<file path="src/ipfc_pkg.sv">
`timescale 1ns / 1ps
// ----------------------------------------------------------------------------
// ipfc_pkg: shared types and constants of the image packet framer
// Holds the framing constants, the output byte phases, the register
// indexes and the byte-wise reflected CRC-32 update.
// ----------------------------------------------------------------------------
package ipfc_pkg;

  localparam int HEADER_BYTES = 15;
  localparam int CRC_BYTES    = 4;

  localparam logic [31:0] CRC_POLY = 32'hEDB8_8320;
  localparam logic [31:0] CRC_INIT = 32'hFFFF_FFFF;

  localparam logic [7:0] SYNC_BYTE = 8'h55;
  localparam logic [7:0] TYPE_BASE = 8'h66;
  localparam logic [7:0] FLAG_BASE = 8'b0100_0000;
  localparam logic [7:0] FILL_BYTE = 8'hFF;

  // Configuration register indexes.
  localparam logic [2:0] REG_TYPE_CODE     = 3'd0;
  localparam logic [2:0] REG_CALLSIGN      = 3'd1;
  localparam logic [2:0] REG_IMAGE_NUMBER  = 3'd2;
  localparam logic [2:0] REG_SEQ_COUNT     = 3'd3;
  localparam logic [2:0] REG_BLOCKS_PER_SEQ = 3'd4;
  localparam logic [2:0] REG_PAYLOAD_LEN   = 3'd5;

  // Position of the outgoing byte within the bytes caused by one word.
  typedef enum logic [4:0] {
    PH_SYNC    = 5'd0,
    PH_TYPE    = 5'd1,
    PH_CALL0   = 5'd2,
    PH_CALL1   = 5'd3,
    PH_CALL2   = 5'd4,
    PH_CALL3   = 5'd5,
    PH_IMAGE   = 5'd6,
    PH_PKT_HI  = 5'd7,
    PH_PKT_LO  = 5'd8,
    PH_SEQS    = 5'd9,
    PH_BLKS    = 5'd10,
    PH_FLAGS   = 5'd11,
    PH_LEFT    = 5'd12,
    PH_FILL0   = 5'd13,
    PH_FILL1   = 5'd14,
    PH_PAYLOAD = 5'd15,
    PH_CRC0    = 5'd16,
    PH_CRC1    = 5'd17,
    PH_CRC2    = 5'd18,
    PH_CRC3    = 5'd19
  } phase_e;

  typedef struct packed {
    logic       init;
    logic       update;
    logic [7:0] data;
  } crc_ctrl_t;

  function automatic logic [31:0] crc_update(input logic [31:0] c, input logic [7:0] b);
    logic [31:0] x;
    x = {24'd0, c[7:0] ^ b};
    for (int i = 0; i < 8; i++) begin
      x = x[0] ? ((x >> 1) ^ CRC_POLY) : (x >> 1);
    end
    return (c >> 8) ^ x;
  endfunction

endpackage

</file>
<file path="src/ipfc_if.sv">
`timescale 1ns / 1ps
// ----------------------------------------------------------------------------
// ipfc_in_if / ipfc_out_if: valid-ready channels of the framer
// The input channel carries payload words, the output channel framed bytes.
// ----------------------------------------------------------------------------
interface ipfc_in_if;
  logic       valid;
  logic       ready;
  logic [7:0] payload_byte;
  logic [7:0] leftover_bytes;

  modport source (output valid, output payload_byte, output leftover_bytes, input ready);
  modport sink (input valid, input payload_byte, input leftover_bytes, output ready);
endinterface

interface ipfc_out_if;
  logic       valid;
  logic       ready;
  logic [7:0] out_byte;
  logic       packet_end;
  logic       image_end;

  modport source (output valid, output out_byte, output packet_end, output image_end,
                  input ready);
  modport sink (input valid, input out_byte, input packet_end, input image_end,
                output ready);
endinterface

</file>
<file path="src/ipfc_crc_unit.sv">
`timescale 1ns / 1ps
// ----------------------------------------------------------------------------
// ipfc_crc_unit: running reflected CRC-32 register
// Restarts from all ones on request and folds in one byte per cycle while an update is requested.
// ----------------------------------------------------------------------------
module ipfc_crc_unit
  import ipfc_pkg::*;
(
  input  logic        clk_i,
  input  logic        rst_ni,
  input  crc_ctrl_t   ctrl_i,
  output logic [31:0] crc_o
);

  logic [31:0] crc_q, crc_d;

  always_comb begin
    crc_d = crc_q;
    if (ctrl_i.init) begin
      crc_d = CRC_INIT;
    end else if (ctrl_i.update) begin
      crc_d = crc_update(crc_q, ctrl_i.data);
    end
  end

  always_ff @(posedge clk_i or negedge rst_ni) begin
    if (!rst_ni) begin
      crc_q <= CRC_INIT;
    end else begin
      crc_q <= crc_d;
    end
  end

  assign crc_o = crc_q;

endmodule

</file>
<file path="src/image_packet_framer_crc32_core.sv">
`timescale 1ns / 1ps
// ----------------------------------------------------------------------------
// image_packet_framer_crc32_core: image packet framer with CRC-32 trailer
// Output: the first byte caused by a word is written to the output register
//   once the word is held; one byte leaves per cycle after that while the
//   output is not stalled, as the single output byte register paces them. A
//   word adds the header on a packet's first word and the CRC on its last.
// Reset: counters and byte position clear, the CRC restarts from all ones,
//   registers take their defaults, and no word is pending.
// ----------------------------------------------------------------------------
module image_packet_framer_crc32_core
  import ipfc_pkg::*;
#(
  parameter int PACKET_BYTES = 256
) (
  input  logic          clk_i,
  input  logic          rst_ni,
  ipfc_in_if.sink       in_if,
  ipfc_out_if.source    out_if,
  input  logic          cfg_we_i,
  input  logic [2:0]    cfg_idx_i,
  input  logic [31:0]   cfg_wdata_i
);

  localparam int MAX_LEN = PACKET_BYTES - HEADER_BYTES - CRC_BYTES;
  localparam int POS_W   = $clog2(MAX_LEN + 1);
  localparam logic [7:0] MAX_LEN8 = 8'(MAX_LEN);

  // Configuration registers.
  logic [7:0]  type_code_q;
  logic [31:0] callsign_q;
  logic [7:0]  image_number_q;
  logic [7:0]  seq_count_q;
  logic [7:0]  blocks_q;
  logic [7:0]  payload_len_q;

  // Packet state.
  logic [15:0]      pkt_cnt_q;
  logic [7:0]       seq_idx_q;
  logic [8:0]       blk_idx_q;
  logic [POS_W-1:0] pos_q;
  logic             image_done_q;
  logic             final_q;

  // Word being framed.
  logic        busy_q;
  phase_e      phase_q;
  logic        w_trl_q;
  logic        w_final_q;
  logic [7:0]  w_byte_q;
  logic [7:0]  w_left_q;
  logic [15:0] w_pkt_q;

  // Output register.
  logic       out_valid_q;
  logic [7:0] out_byte_q;
  logic       out_pend_q;
  logic       out_iend_q;

  logic [7:0]       seqs_eff, blks_eff, len1, eff_len;
  logic [8:0]       half_blks, last_blk;
  logic             final_calc, fin_now, has_hdr, has_trl;
  logic             in_fire, load, emit, emit_last;
  logic [7:0]       emit_byte;
  logic [31:0]      crc_val, crc_fin;
  logic [7:0]       seq_inc;
  crc_ctrl_t        crc_ctrl;

  assign seqs_eff  = (seq_count_q == 8'd0) ? 8'd1 : seq_count_q;
  assign blks_eff  = (blocks_q == 8'd0) ? 8'd1 : blocks_q;
  assign len1      = (payload_len_q == 8'd0) ? 8'd1 : payload_len_q;
  assign eff_len   = (len1 > MAX_LEN8) ? MAX_LEN8 : len1;
  // The image holds the original blocks plus half as many recovery blocks, rounded up.
  assign half_blks = ({1'b0, blks_eff} + 9'd1) >> 1;
  assign last_blk  = {1'b0, blks_eff} + half_blks - 9'd1;

  assign final_calc = (blk_idx_q > last_blk) ||
                      ((blk_idx_q == last_blk) &&
                       (({1'b0, seq_idx_q} + 9'd1) >= {1'b0, seqs_eff}));

  assign has_hdr = (pos_q == '0);
  assign has_trl = ({1'b0, 8'(pos_q)} + 9'd1) >= {1'b0, eff_len};
  assign fin_now = has_hdr ? final_calc : final_q;
  assign seq_inc = seq_idx_q + 8'd1;

  assign emit      = busy_q && (!out_valid_q || out_if.ready);
  assign emit_last = emit && (phase_q == (w_trl_q ? PH_CRC3 : PH_PAYLOAD));

  assign in_if.ready = !busy_q || emit_last;
  assign in_fire     = in_if.valid && in_if.ready;
  // After the final packet every word is dropped.
  assign load        = in_fire && !image_done_q;

  assign crc_fin = crc_val ^ CRC_INIT;

  always_comb begin
    case (phase_q)
      PH_SYNC:    emit_byte = SYNC_BYTE;
      PH_TYPE:    emit_byte = TYPE_BASE + type_code_q;
      PH_CALL0:   emit_byte = callsign_q[31:24];
      PH_CALL1:   emit_byte = callsign_q[23:16];
      PH_CALL2:   emit_byte = callsign_q[15:8];
      PH_CALL3:   emit_byte = callsign_q[7:0];
      PH_IMAGE:   emit_byte = image_number_q;
      PH_PKT_HI:  emit_byte = w_pkt_q[15:8];
      PH_PKT_LO:  emit_byte = w_pkt_q[7:0];
      PH_SEQS:    emit_byte = seqs_eff;
      PH_BLKS:    emit_byte = blks_eff;
      PH_FLAGS:   emit_byte = FLAG_BASE | {5'd0, w_final_q, 2'd0};
      PH_LEFT:    emit_byte = w_left_q;
      PH_FILL0:   emit_byte = FILL_BYTE;
      PH_FILL1:   emit_byte = FILL_BYTE;
      PH_PAYLOAD: emit_byte = w_byte_q;
      PH_CRC0:    emit_byte = crc_fin[31:24];
      PH_CRC1:    emit_byte = crc_fin[23:16];
      PH_CRC2:    emit_byte = crc_fin[15:8];
      PH_CRC3:    emit_byte = crc_fin[7:0];
      default:    emit_byte = 8'd0;
    endcase
  end

  // The sync byte is outside the checksum; header and payload are inside it.
  always_comb begin
    crc_ctrl.init   = emit && (phase_q == PH_SYNC);
    crc_ctrl.update = emit && (phase_q != PH_SYNC) && (phase_q <= PH_PAYLOAD);
    crc_ctrl.data   = emit_byte;
  end

  ipfc_crc_unit u_crc (
    .clk_i  (clk_i),
    .rst_ni (rst_ni),
    .ctrl_i (crc_ctrl),
    .crc_o  (crc_val)
  );

  always_ff @(posedge clk_i or negedge rst_ni) begin
    if (!rst_ni) begin
      type_code_q    <= 8'd0;
      callsign_q     <= 32'd0;
      image_number_q <= 8'd0;
      seq_count_q    <= 8'd1;
      blocks_q       <= 8'd1;
      payload_len_q  <= 8'd205;
    end else if (cfg_we_i) begin
      unique case (cfg_idx_i)
        REG_TYPE_CODE:      type_code_q    <= cfg_wdata_i[7:0];
        REG_CALLSIGN:       callsign_q     <= cfg_wdata_i;
        REG_IMAGE_NUMBER:   image_number_q <= cfg_wdata_i[7:0];
        REG_SEQ_COUNT:      seq_count_q    <= cfg_wdata_i[7:0];
        REG_BLOCKS_PER_SEQ: blocks_q       <= cfg_wdata_i[7:0];
        REG_PAYLOAD_LEN:    payload_len_q  <= cfg_wdata_i[7:0];
        default: ;
      endcase
    end
  end

  // Each word taken advances the byte position, a packet's last word the packet
  // counters; the word keeps a copy of what its header and trailer need.
  always_ff @(posedge clk_i or negedge rst_ni) begin
    if (!rst_ni) begin
      pkt_cnt_q    <= 16'd0;
      seq_idx_q    <= 8'd0;
      blk_idx_q    <= 9'd0;
      pos_q        <= '0;
      image_done_q <= 1'b0;
      final_q      <= 1'b0;
    end else if (load) begin
      if (has_trl) begin
        pos_q     <= '0;
        pkt_cnt_q <= pkt_cnt_q + 16'd1;
        final_q   <= 1'b0;
        if (fin_now) begin
          image_done_q <= 1'b1;
        end
        if (seq_inc >= seqs_eff) begin
          seq_idx_q <= 8'd0;
          blk_idx_q <= blk_idx_q + 9'd1;
        end else begin
          seq_idx_q <= seq_inc;
        end
      end else begin
        pos_q   <= pos_q + POS_W'(1);
        final_q <= fin_now;
      end
    end
  end

  always_ff @(posedge clk_i or negedge rst_ni) begin
    if (!rst_ni) begin
      busy_q  <= 1'b0;
      phase_q <= PH_SYNC;
    end else if (load) begin
      busy_q  <= 1'b1;
      phase_q <= has_hdr ? PH_SYNC : PH_PAYLOAD;
    end else if (emit_last) begin
      busy_q <= 1'b0;
    end else if (emit) begin
      phase_q <= phase_e'(phase_q + 5'd1);
    end
  end

  always_ff @(posedge clk_i) begin
    if (load) begin
      w_trl_q   <= has_trl;
      w_final_q <= fin_now;
      w_byte_q  <= in_if.payload_byte;
      w_left_q  <= in_if.leftover_bytes;
      w_pkt_q   <= pkt_cnt_q;
    end
  end

  always_ff @(posedge clk_i or negedge rst_ni) begin
    if (!rst_ni) begin
      out_valid_q <= 1'b0;
    end else if (emit) begin
      out_valid_q <= 1'b1;
    end else if (out_if.ready) begin
      out_valid_q <= 1'b0;
    end
  end

  always_ff @(posedge clk_i) begin
    if (emit) begin
      out_byte_q <= emit_byte;
      out_pend_q <= (phase_q == PH_CRC3);
      out_iend_q <= (phase_q == PH_CRC3) && w_final_q;
    end
  end

  assign out_if.valid      = out_valid_q;
  assign out_if.out_byte   = out_byte_q;
  assign out_if.packet_end = out_pend_q;
  assign out_if.image_end  = out_iend_q;

  // A new word is only taken mid-work when the current word's last byte leaves.
  a_ready_on_last: assert property (@(posedge clk_i) disable iff (!rst_ni)
    (busy_q && in_if.ready) |-> emit_last)
    else $error("word accepted before the previous one finished");

  a_phase_bound: assert property (@(posedge clk_i) disable iff (!rst_ni)
    busy_q |-> (phase_q <= (w_trl_q ? PH_CRC3 : PH_PAYLOAD)))
    else $error("byte phase ran past the end of the word");

  a_image_end: assert property (@(posedge clk_i) disable iff (!rst_ni)
    (out_valid_q && out_iend_q) |-> out_pend_q)
    else $error("image end flagged outside a packet end");

  a_done_idle: assert property (@(posedge clk_i) disable iff (!rst_ni)
    (image_done_q && !busy_q) |=> (!busy_q && image_done_q))
    else $error("framer restarted after the final packet");

  a_crc_init_on_sync: assert property (@(posedge clk_i) disable iff (!rst_ni)
    (emit && (phase_q == PH_SYNC)) |=> (crc_val == CRC_INIT))
    else $error("checksum not restarted at packet header");

endmodule
</file>
<file path="src/flat_wrapper.sv">
// flat-port wrapper written by rule: the top's interface ports become plain ports
module image_packet_framer_crc32_core_flat import ipfc_pkg::*;
#(
  parameter int PACKET_BYTES = 256
)
  (clk_i, rst_ni, cfg_we_i, cfg_idx_i, cfg_wdata_i, in_if_valid, in_if_payload_byte, in_if_leftover_bytes, in_if_ready, out_if_valid, out_if_out_byte, out_if_packet_end, out_if_image_end, out_if_ready);
  ipfc_in_if in_if_i ();
  ipfc_out_if out_if_i ();
  input  logic clk_i;
  input  logic rst_ni;
  input  logic cfg_we_i;
  input  logic [2:0] cfg_idx_i;
  input  logic [31:0] cfg_wdata_i;
  input wire logic [$bits(in_if_i.valid)-1:0] in_if_valid;
  input wire logic [$bits(in_if_i.payload_byte)-1:0] in_if_payload_byte;
  input wire logic [$bits(in_if_i.leftover_bytes)-1:0] in_if_leftover_bytes;
  output wire logic [$bits(in_if_i.ready)-1:0] in_if_ready;
  output wire logic [$bits(out_if_i.valid)-1:0] out_if_valid;
  output wire logic [$bits(out_if_i.out_byte)-1:0] out_if_out_byte;
  output wire logic [$bits(out_if_i.packet_end)-1:0] out_if_packet_end;
  output wire logic [$bits(out_if_i.image_end)-1:0] out_if_image_end;
  input wire logic [$bits(out_if_i.ready)-1:0] out_if_ready;
  assign in_if_i.valid = in_if_valid;
  assign in_if_i.payload_byte = in_if_payload_byte;
  assign in_if_i.leftover_bytes = in_if_leftover_bytes;
  assign in_if_ready = in_if_i.ready;
  assign out_if_valid = out_if_i.valid;
  assign out_if_out_byte = out_if_i.out_byte;
  assign out_if_packet_end = out_if_i.packet_end;
  assign out_if_image_end = out_if_i.image_end;
  assign out_if_i.ready = out_if_ready;
  image_packet_framer_crc32_core #(.PACKET_BYTES(PACKET_BYTES)) u_core (.clk_i(clk_i), .rst_ni(rst_ni), .in_if(in_if_i), .out_if(out_if_i), .cfg_we_i(cfg_we_i), .cfg_idx_i(cfg_idx_i), .cfg_wdata_i(cfg_wdata_i));
endmodule
</file>
<file path="config.mk">
export PLATFORM = sky130hd
export DESIGN_NAME = image_packet_framer_crc32_core_flat
export DESIGN_NICKNAME = d
export VERILOG_FILES = /design/src/ipfc_pkg.sv /design/src/ipfc_if.sv /design/src/ipfc_crc_unit.sv /design/src/image_packet_framer_crc32_core.sv /design/src/flat_wrapper.sv
export SDC_FILE = /design/constraint.sdc
export NUM_CORES = 1
export LEC_CHECK = 0
export BUFFER_PORTS_ARGS = -buffer_cell sky130_fd_sc_hd__buf_2
export CORE_UTILIZATION = 55
export DETAILED_ROUTE_END_ITERATION = 12
export GPL_TIMING_DRIVEN = 0
export MAX_ROUTING_LAYER = met4
export PLACE_DENSITY = 0.73
export SLEW_MARGIN = 15
export SYNTH_ARGS = -nofsm -noshare
export SYNTH_HDL_FRONTEND = slang
export SYNTH_SLANG_ARGS = --single-unit
export TNS_END_PERCENT = 30
</file>
<file path="constraint.sdc">
create_clock -name clk_i -period 7.1 [get_ports clk_i]
set_input_delay 0 -clock clk_i [delete_from_list [all_inputs] [get_ports clk_i]]
set_output_delay 0 -clock clk_i [all_outputs]
set_load 0.02 [all_outputs]
</file>
==> out/results.tsv, run 1 <==
metric	value	unit
Pleak	5.44	nW
Synth Flop Type	dfrtp_1	
R2R Path End	u_core.u_crc.crc_o[26]	
total CTS buffers	17	
core area	0.0195	mm2
Fin. Hold Viols	0	
first-pass GRT wire length	43800	um
Worst R2R Setup Slack	2.72	ns
num rows	51	
Post-Syn Instances	987	
# IOs	68	
Yosys Warn Count	0	
worst setup margin	2.72	ns
RSZ-0062 raised after global routing	no	
setup TNS	0	ns
Register-to-Register Path Depth	14	
CTS H-tree depth	4	
M2 GR Usage	44.6	%
root buffer cell	clkbuf_16	
Fillers	1534	
initial drt markers	843	
Hold Crit Class	input pin to register	
Peak supply drop	0.406	mV
# setup viols final	0	
Layout area overhead	16.7	%
RR Startpoint	u_core.phase_q[2]	
placer's final routability congestion estimate	0.971	
hold path cells	3	
crit path max fanout	10	
Clock Pin Slew Worst Setup and Hold Paths	0.08	ns
Slew Limit Fails	0	
Worst Max-Slew Pin Slew	1.06	ns
Relative slew margins	28.8	%
Core Util, Final	65.6	%
grt total ovfl	0	
die area	0.0205	mm2
Worst Setup SP	u_core.phase_q[2]	
crit path kind	register to register	
share of cells above drive strength 1	22.1	%
via-per-instance ratio	5.91	
Starting Density	56.2	%
DP Worst Slack	2.83	ns
PortBufs	66	
Most Crowded Layer GR	met2	
global-route usage over all layers	29.7	%
Seq/Total Area, Yosys	47.6	%
synth top area cells	dfrtp_1 (26%), edfxtp_1 (12%), dfstp_2 (9.3%)	
total iterations of the first detailed-routing run	5	
die width	143	um
max-cap violation count	0	
Via Count	8294	
Cell Area, Synth	0.0110	mm2
post-synth top area cell	dfrtp_1	
CTS tree	yes	
drt total wl	28200	um
Peak Freq	0.229	GHz
Synth top area share	26.2	%
Die Span Y	143	um
WHS Endpoint	u_core.type_code_q[1]	
clock buffer depth	2	
synth cell count leaders	dfrtp_1 (115), xnor2_1 (70), mux2_2 (68), nor2_1 (61), nand2_1 (53)	
Final Critical Period	4.38	ns
Mapped Nets	1092	
post-DP HPWL	20400	um
Tot Pwr	5.96	mW
met1 Resource Use GR	41.0	%
initial antenna violation count	0	
multi-input logic area	0.00540	mm2
post-synth cell types	79	
post-route ant nets	0	
CP Capture Type	register	
pin count of the biggest net entering global routing	104	
startpoint types	register	
power per cell area	465	mW/mm2
Seq. cell area	0.00522	mm2
syn_area_per_cell	11.1	um2
per-cell routed wire length	20.1	um
GRT met3 Usage	4.76	%
ys async rst share	77.8	%
number of synthesized flops with an enable pin	44	
worst clock skew	0.00931	ns
most common cell in the netlist	dfrtp_1	
Post-CTS Setup Repair Bufs	0	
Final period util	61.6	%
Num Clock Sinks	198	
Nets	1229	
Post-route DRC	0	
Worst EP arrival	4.72	ns
HP Start	cfg_idx_i[1]	
vias in the first global route	7884	
Seq cells post-synth	198	
outcome	completed	
Critical Path RT	7.45	ns
later-pin clock latency in the skew report	0.44	ns
[per-layer routing]
metal | wire length (um) | up-vias
li1 | - | 3826
met1 | 12600 | 4084
met2 | 13000 | 331
met3 | 1870 | 53
met4 | 760 | 0
met5 | 0 | -
[cell type report]
| type | instances | area share, % |
|---|---|---|
| plain buffers | 35 | 1.38 |
| well taps | 265 | 2.59 |
| inverters | 49 | 1.45 |
| diodes | 1 | 0.0195 |
| flip-flops and latches | 198 | 40.8 |
| repair buffers | 118 | 6.86 |
| clock buffers | 18 | 3.35 |
| clock inverters | 14 | 1.42 |
| multi-input cells | 705 | 42.1 |
[how the worst max path moves through the flow]
stage	cells after the start	slack, ns	endpoint
floorplan	10	3.54	u_core.seq_idx_q[3]
global placement	10	2.10	u_core.seq_idx_q[4]
detailed placement	14	2.83	u_core.u_crc.crc_o[26]
CTS	14	2.79	u_core.u_crc.crc_o[26]
global route	14	2.47	u_core.u_crc.crc_o[26]
finish	14	2.72	u_core.u_crc.crc_o[26]
[cells in the final DEF (no fill, tap or decap), drive strengths merged, types with 9 or more instances in the layout]
cell type,count
dfrtp,115
a21o,11
edfxtp,44
o22a,9
a21oi,51
nand2b,13
xnor2,77
o21ai,47
ha,48
nand3,36
buf,78
a31oi,9
clkbuf,42
mux2i,16
mux2,68
nor2,61
inv,57
nand4,20
dlygate4sd3,51
nor3,17
nand2,53
and2,12
xor2,46
dfstp,39
[sequential cells by signal (all words and copies together), names as in the netlist, 5 cells and up]
name                    cells
u_core.seq_count_q          8
u_core.w_pkt_q             16
u_core.w_left_q             8
u_core.blk_idx_q            9
u_core.callsign_q          32
u_core.blocks_q             8
u_core.w_byte_q             8
u_core.phase_q              5
u_core.type_code_q          8
u_core.pos_q                8
u_core.pkt_cnt_q           16
u_core.u_crc.crc_o         32
u_core.seq_idx_q            8
u_core.payload_len_q        8
u_core.image_number_q       8
u_core.out_if.out_byte      8
[cells by family after synthesis]
group                    after synthesis  synth area share [%]
AND/OR/NAND/NOR                      254                  11.9
flip-flops                           198                  47.6
AO/OA/AOI/OAI                        195                  11.7
XOR/XNOR                             123                  11.3
buffers and inverters                 84                  3.28
multiplexers                          84                  8.51
adder cells (fa/ha/maj)               49                  5.66
[power by group]
| part | switching, mW | total [mW] | internal (mW) |
|---|---|---|---|
| clock network | 0.478 | 1.02 | 0.540 |
| logic | 1.78 | 3.25 | 1.47 |
| registers | 0.226 | 1.69 | 1.47 |
| total | 2.48 | 5.96 | 3.48 |
[what timing repair did]
| action | 4_1_cts | 5_1_grt |
|---|---|---|
| hold endpoints to repair | 226 | 0 |
| hold buffers | 51 | 0 |
| gates resized for setup | 0 | 0 |
| endpoints found under the setup margin | 0 | 0 |
[critical path, stage by stage (launching register included)]
cell and delay (ns):
dfrtp_1 0.45, buf_4 0.22, buf_6 0.17, buf_4 0.20
and3_1 0.18, ha_1 0.17, clkbuf_1 0.23, a222oi_1 0.57
o21ai_1 0.16, nor4_2 0.51, mux2i_2 0.58, xnor2_4 0.21
xnor2_1 0.37, xor2_1 0.19, a21oi_1 0.09
[through the flow]
step	instance area, um2	hold slack, ns	instances
floorplan	11000	-0.296	987
global placement	11600	0.178	1318
detailed placement	11700	-0.0498	1319
CTS	12800	0.00430	1402
global route	12800	0.0802	1402
finish	12800	0.0363	1403
Power figures use the tool's default switching activity.
==> run 2, diff against run 1 <==
Settings changed: PLACE_DENSITY 0.73 to 0.76.
Clock period 7.1 ns to 4 ns, I/O delays scaled along.
==> out/results.tsv, run 2 (synthesis results as in run 1) <==
metric	value	unit	change
Num Clock Sinks	198		unchanged
later-pin clock latency in the skew report	0.44	ns	about the same
switching share of power	41.6	%	about the same
Final Critical Period	3.89	ns	-0.487 ns
CTS H-tree depth	4		unchanged
Post-route DRC	0		unchanged
Layout area overhead	18.1	%	
startpoint types	register		
commonest non-fill, non-tap cells in the layout	dfrtp_1 (115), xnor2_1 (69), buf_2 (69)		
combinational share of power	56.0	%	+1.5 points
die area	0.0205	mm2	unchanged
clock buffer depth	2		unchanged
# setup viols final	0		unchanged
Relative slew margins	27.8	%	-0.92 points
first-pass GRT wire length	45700	um	+4.3%
Hold Crit Class	input pin to register		
RSZ-0062 raised after global routing	yes		
placer's final routability congestion estimate	1.02		+4.7%
via-per-instance ratio	5.93		+0.33%
root buffer cell	clkbuf_16		
power per cell area	828	mW/mm2	+78%
post-DP HPWL	20600	um	+1.2%
vias in the first global route	8330		+5.7%
Pleak	5.49	nW	+1.0%
crit path max fanout	10		unchanged
Peak Freq	0.257	GHz	+13%
placed cell count	1319		unchanged
most common cell after layout, fill and taps aside	dfrtp_1		
CTS tree	yes		
Die Span Y	143	um	unchanged
CP Capture Type	register		
P_sw	4.46	mW	+80%
Slew Limit Fails	0		unchanged
global-route usage over all layers	31.0	%	+1.3 points
Non-Filler Instances	1408		+0.36%
max-cap violation count	0		unchanged
Clock power frac	15.8	%	-1.3 points
total CTS buffers	17		unchanged
Final period util	97.2	%	+36 points
share of cells above drive strength 1	23.6	%	+1.5 points
Nets	1234		+0.41%
# IOs	68		unchanged
grt total ovfl	0		unchanged
Worst EP arrival	4.26	ns	-0.46 ns
drt total wl	29200	um	+3.5%
Peak supply drop	0.662	mV	+63%
core area	0.0195	mm2	unchanged
Clock Pin Slew Worst Setup and Hold Paths	0.08	ns	about the same
initial antenna violation count	0		unchanged
total iterations of the first detailed-routing run	7		+2
worst clock skew	0.00967	ns	+0.000355 ns
per-cell routed wire length	20.7	um	+3.1%
Internal Power	6.27	mW	+80%
PortBufs	66		unchanged
num rows	51		unchanged
initial drt markers	744		-12%
Critical Path RT	4.37	ns	-3.08 ns
Via Count	8351		+0.69%
Starting Density	56.2	%	unchanged
crit path kind	register to register		
outcome	completed		
Reg power frac	28.2	%	-0.2 points
die width	143	um	unchanged
post-route ant nets	0		unchanged
pin count of the biggest net entering global routing	87		-16%
Worst Max-Slew Pin Slew	1.07	ns	+0.0137 ns
Fin. Hold Viols	0		unchanged
setup TNS	0	ns	unchanged
## run 2: changes by cell type in the layout (fill, tap and decap cells not counted), sizes merged
cell	before	now
clkinvlp	3	0
clkinv	1	8
clkbuf	42	41
buf	78	84
inv	57	53
## run 2: worst max-delay path: stages, from the launching register on
cell	delay, ns
dfrtp_1	0.44
buf_4	0.21
buf_6	0.16
buf_4	0.19
and3_1	0.17
ha_1	0.17
buf_2	0.19
a211oi_1	0.39
o2111ai_1	0.18
or3_1	0.51
xor2_4	0.24
xnor2_4	0.41
xnor2_2	0.19
xnor2_1	0.17
o22a_1	0.19
## run 2: power by group through the flow
stage / Sequential [mW] / Clock [mW] / Combinational [mW]
floorplan: 2.93 / 0 / 4.54
global placement: 3.02 / 0 / 5.51
detailed placement: 3.03 / 0 / 5.62
CTS: 3.00 / 1.70 / 5.84
global route: 3.07 / 1.78 / 6.47
finish: 3.03 / 1.70 / 6.01
## run 2: cell type report
type                       count  area [um2]
antenna                        1        2.50
sequential                   198        5220
clock inverter                14         141
fill                        1507        6570
clock buffer                  18         429
multi-input combinational    705        5530
timing repair buffer         123         928
tap                          265         332
inverter                      49         198
buffer                        35         178
## run 2: per-stage QoR
step	util [%]	power (mW)	setup WS, ns	hold WS [ns]	instance area, um2
floorplan	-	7.47	0.439	-0.296	11000
global placement	59.6	8.53	-1.00	0.180	11600
detailed placement	59.8	8.65	-0.292	0.0537	11700
CTS	65.7	10.6	0.00737	0.00813	12800
global route	66.4	11.3	-0.0687	0.0613	13000
finish	66.4	10.7	0.112	0.0348	13000
## run 2: per-layer routing
metal  routed length, um  track usage [%]  vias to the layer above
li1                    -                -                     3827
met1               12600             41.3                     4131
met2               14000             48.4                      318
met3                1840             4.76                       75
met4                 835             11.1                        0
met5                   0                -                        -
## run 2: path summary, 6_finish.rpt
kind	slack (ns)	start	cells after the start	to
worst max-delay path	0.11	u_core.phase_q[2]	14	u_core.u_crc.crc_o[27]
worst min-delay path	0.03	cfg_idx_i[1]	4	u_core.blocks_q[3]
worst max register to register	0.11	u_core.phase_q[2]	14	u_core.u_crc.crc_o[27]
worst min register to register	0.48	u_core.busy_q	1	u_core.out_if.valid
max in group asynchronous	3.02	rst_ni	3	u_core.u_crc.crc_o[6]
min in group asynchronous	0.16	rst_ni	2	u_core.blk_idx_q[5]
## run 2: what timing repair did
item | CTS | global route
endpoints found under the setup margin | 28 | 32
resized for setup | 7 | 19
hold endpoints to repair | 163 | 0
pin swaps | 2 | 7
hold buffers | 51 | 0
buffers inserted | 2 | 3
==> run 3, diff against run 2 <==
--- a/config.mk
+++ b/config.mk
@@ -7,4 +7,5 @@
 export LEC_CHECK = 0
 export BUFFER_PORTS_ARGS = -buffer_cell sky130_fd_sc_hd__buf_2
+export CORE_MARGIN = 2
 export CORE_UTILIZATION = 55
 export DETAILED_ROUTE_END_ITERATION = 12
==> constraint.sdc (replaced) <==
create_clock -name clk_i -period 4 [get_ports clk_i]
set_input_delay 0 -clock clk_i [delete_from_list [all_inputs] [get_ports clk_i]]
set_output_delay 0 -clock clk_i [all_outputs]
set_load 0.01 [all_outputs]
==> out/results.tsv, run 3 (synthesis results as in run 1) <==
metric	value	unit	change
die area	0.0211	mm2	+2.8%
initial antenna violation count	0		unchanged
post-DP HPWL	20800	um	+1.0%
Final Critical Period	3.87	ns	-0.0197 ns
met1 Resource Use GR	38.1	%	-3.2 points
Hold Crit Class	input pin to register		
crit path max fanout	10		unchanged
CTS H-tree depth	4		unchanged
clock buffer depth	2		unchanged
placed cell count	1319		unchanged
first-pass GRT wire length	46700	um	+2.1%
num rows	51		unchanged
worst setup margin	0.132	ns	+0.0197 ns
setup TNS	0	ns	unchanged
later-pin clock latency in the skew report	0.45	ns	about the same
antenna diode count	0		-1
CP Capture Type	register		
pin count of the biggest net entering global routing	98		+13%
initial drt markers	830		+12%
M2 GR Usage	46.1	%	-2.3 points
total CTS buffers	17		unchanged
DP Worst Slack	-0.307	ns	-0.0146 ns
Most Crowded Layer GR	met2		
Fin. Hold Viols	0		unchanged
core area	0.0195	mm2	unchanged
Non-Filler Instances	1414		+0.43%
post-route ant nets	0		unchanged
CTS tree	yes		
RSZ-0062 raised after global routing	yes		
Peak supply drop	0.613	mV	-7.5%
Post-DP Area	0.0117	mm2	unchanged
placer's final routability congestion estimate	0.968		-4.7%
most common cell after layout, fill and taps aside	dfrtp_1		
Starting Density	56.2	%	unchanged
Peak Freq	0.259	GHz	+0.51%
global-route usage over all layers	29.4	%	-1.7 points
Tot Pwr	11.0	mW	+2.6%
Worst EP arrival	4.22	ns	-0.04 ns
hold path cells	4		unchanged
Slew Limit Fails	0		unchanged
total iterations of the first detailed-routing run	6		-1
root buffer cell	clkbuf_16		
Core Util, Final	66.7	%	+0.36 points
Pleak	5.54	nW	+0.78%
# IOs	68		unchanged
Clock Pin Slew Worst Setup and Hold Paths	0.08	ns	about the same
Via Count	8486		+1.6%
Fillers	1503		-0.27%
vias in the first global route	8562		+2.8%
Num Clock Sinks	198		unchanged
# setup viols final	0		unchanged
Layout area overhead	18.8	%	
worst clock skew	0.0146	ns	+0.00494 ns
Nets	1241		+0.57%
die width	145	um	+1.4%
via-per-instance ratio	6.00		+1.2%
drt total wl	30000	um	+2.6%
startpoint types	register		
Post-route DRC	0		unchanged
Final period util	96.7	%	-0.49 points
Die Span Y	145	um	+1.4%
Register-to-Register Path Depth	14		unchanged
per-cell routed wire length	21.2	um	+2.2%
Worst Max-Slew Pin Slew	0.948	ns	-0.127 ns
share of cells above drive strength 1	23.8	%	+0.29 points
commonest non-fill, non-tap cells in the layout	dfrtp_1 (114), xnor2_1 (69), buf_2 (68), mux2_2 (68), nor2_1 (60)		
WHS	0.157	ns	+0.122 ns
PortBufs	66		unchanged
outcome	completed		
max-cap violation count	0		unchanged
Post-Layout Inst Area	0.0130	mm2	+0.54%
Relative slew margins	36.3	%	+8.5 points
power per cell area	846	mW/mm2	+2.1%
Critical Path RT	4.36	ns	about the same
grt total ovfl	0		unchanged
crit path kind	register to register		
GRT met3 Usage	6.16	%	+1.4 points
run 3: cell count changes in the layout (fill, tap and decap cells not counted), sizes merged:
cell         delta
clkinv          -5
inv             +6
bufinv          -1
diode           -1
buf             +6
dlygate4sd3     +1
run 3: critical path, cell delays in order (launching register included):
cell and delay [ns]:
dfrtp_2 0.46, buf_6 0.17, buf_6 0.16, buf_4 0.19, and3_1 0.21, ha_4 0.19, a222oi_1 0.54, o21ai_1 0.23
nor4_4 0.43, mux2i_4 0.32, buf_12 0.15, xnor2_4 0.20, xor2_2 0.26, xor2_1 0.17, a21oi_1 0.09
run 3: final cells by class:
| type | count | area (um2) | share of cell area, % |
|---|---|---|---|
| plain buffers | 34 | 176 | 1.35 |
| well taps | 265 | 332 | 2.54 |
| flip-flops and latches | 198 | 5230 | 40.1 |
| inverters | 49 | 198 | 1.52 |
| repair buffers | 131 | 1000 | 7.70 |
| clock buffers | 18 | 439 | 3.37 |
| multi-input cells | 705 | 5510 | 42.3 |
| clock inverters | 14 | 148 | 1.13 |
run 3: path summary, 6_finish.rpt:
kind	startpoint	end	slack, ns
worst min-delay path	cfg_idx_i[2]	u_core.blocks_q[1]	0.16
min in group asynchronous	rst_ni	u_core.blk_idx_q[6]	0.18
max in group asynchronous	rst_ni	u_core.u_crc.crc_o[2]	3.01
worst max register to register	u_core.phase_q[2]	u_core.u_crc.crc_o[25]	0.13
worst min register to register	u_core.busy_q	u_core.out_if.valid	0.48
worst max-delay path	u_core.phase_q[2]	u_core.u_crc.crc_o[25]	0.13
run 3: where the power goes:
part	internal [mW]	switching [mW]
Sequential	2.61	0.417
Combinational	2.84	3.42
Clock	0.857	0.874
Total	6.31	4.71
run 3: what timing repair did:
action | in CTS | in global routing
resized for setup | 8 | 12
setup endpoints to repair | 28 | 33
endpoints found under the hold margin | 170 | 0
pin swaps | 2 | 6
buffers inserted | 4 | 8
hold buffers | 52 | 0
run 3: metal layers:
layer  part of all wire (%)  vias to the layer above  wire, um
li1                       -                     3850         -
met1                     42                     4189     12700
met2                     48                      364     14200
met3                    7.3                       83      2180
met4                    3.0                        0       889
met5                      0                        -         0
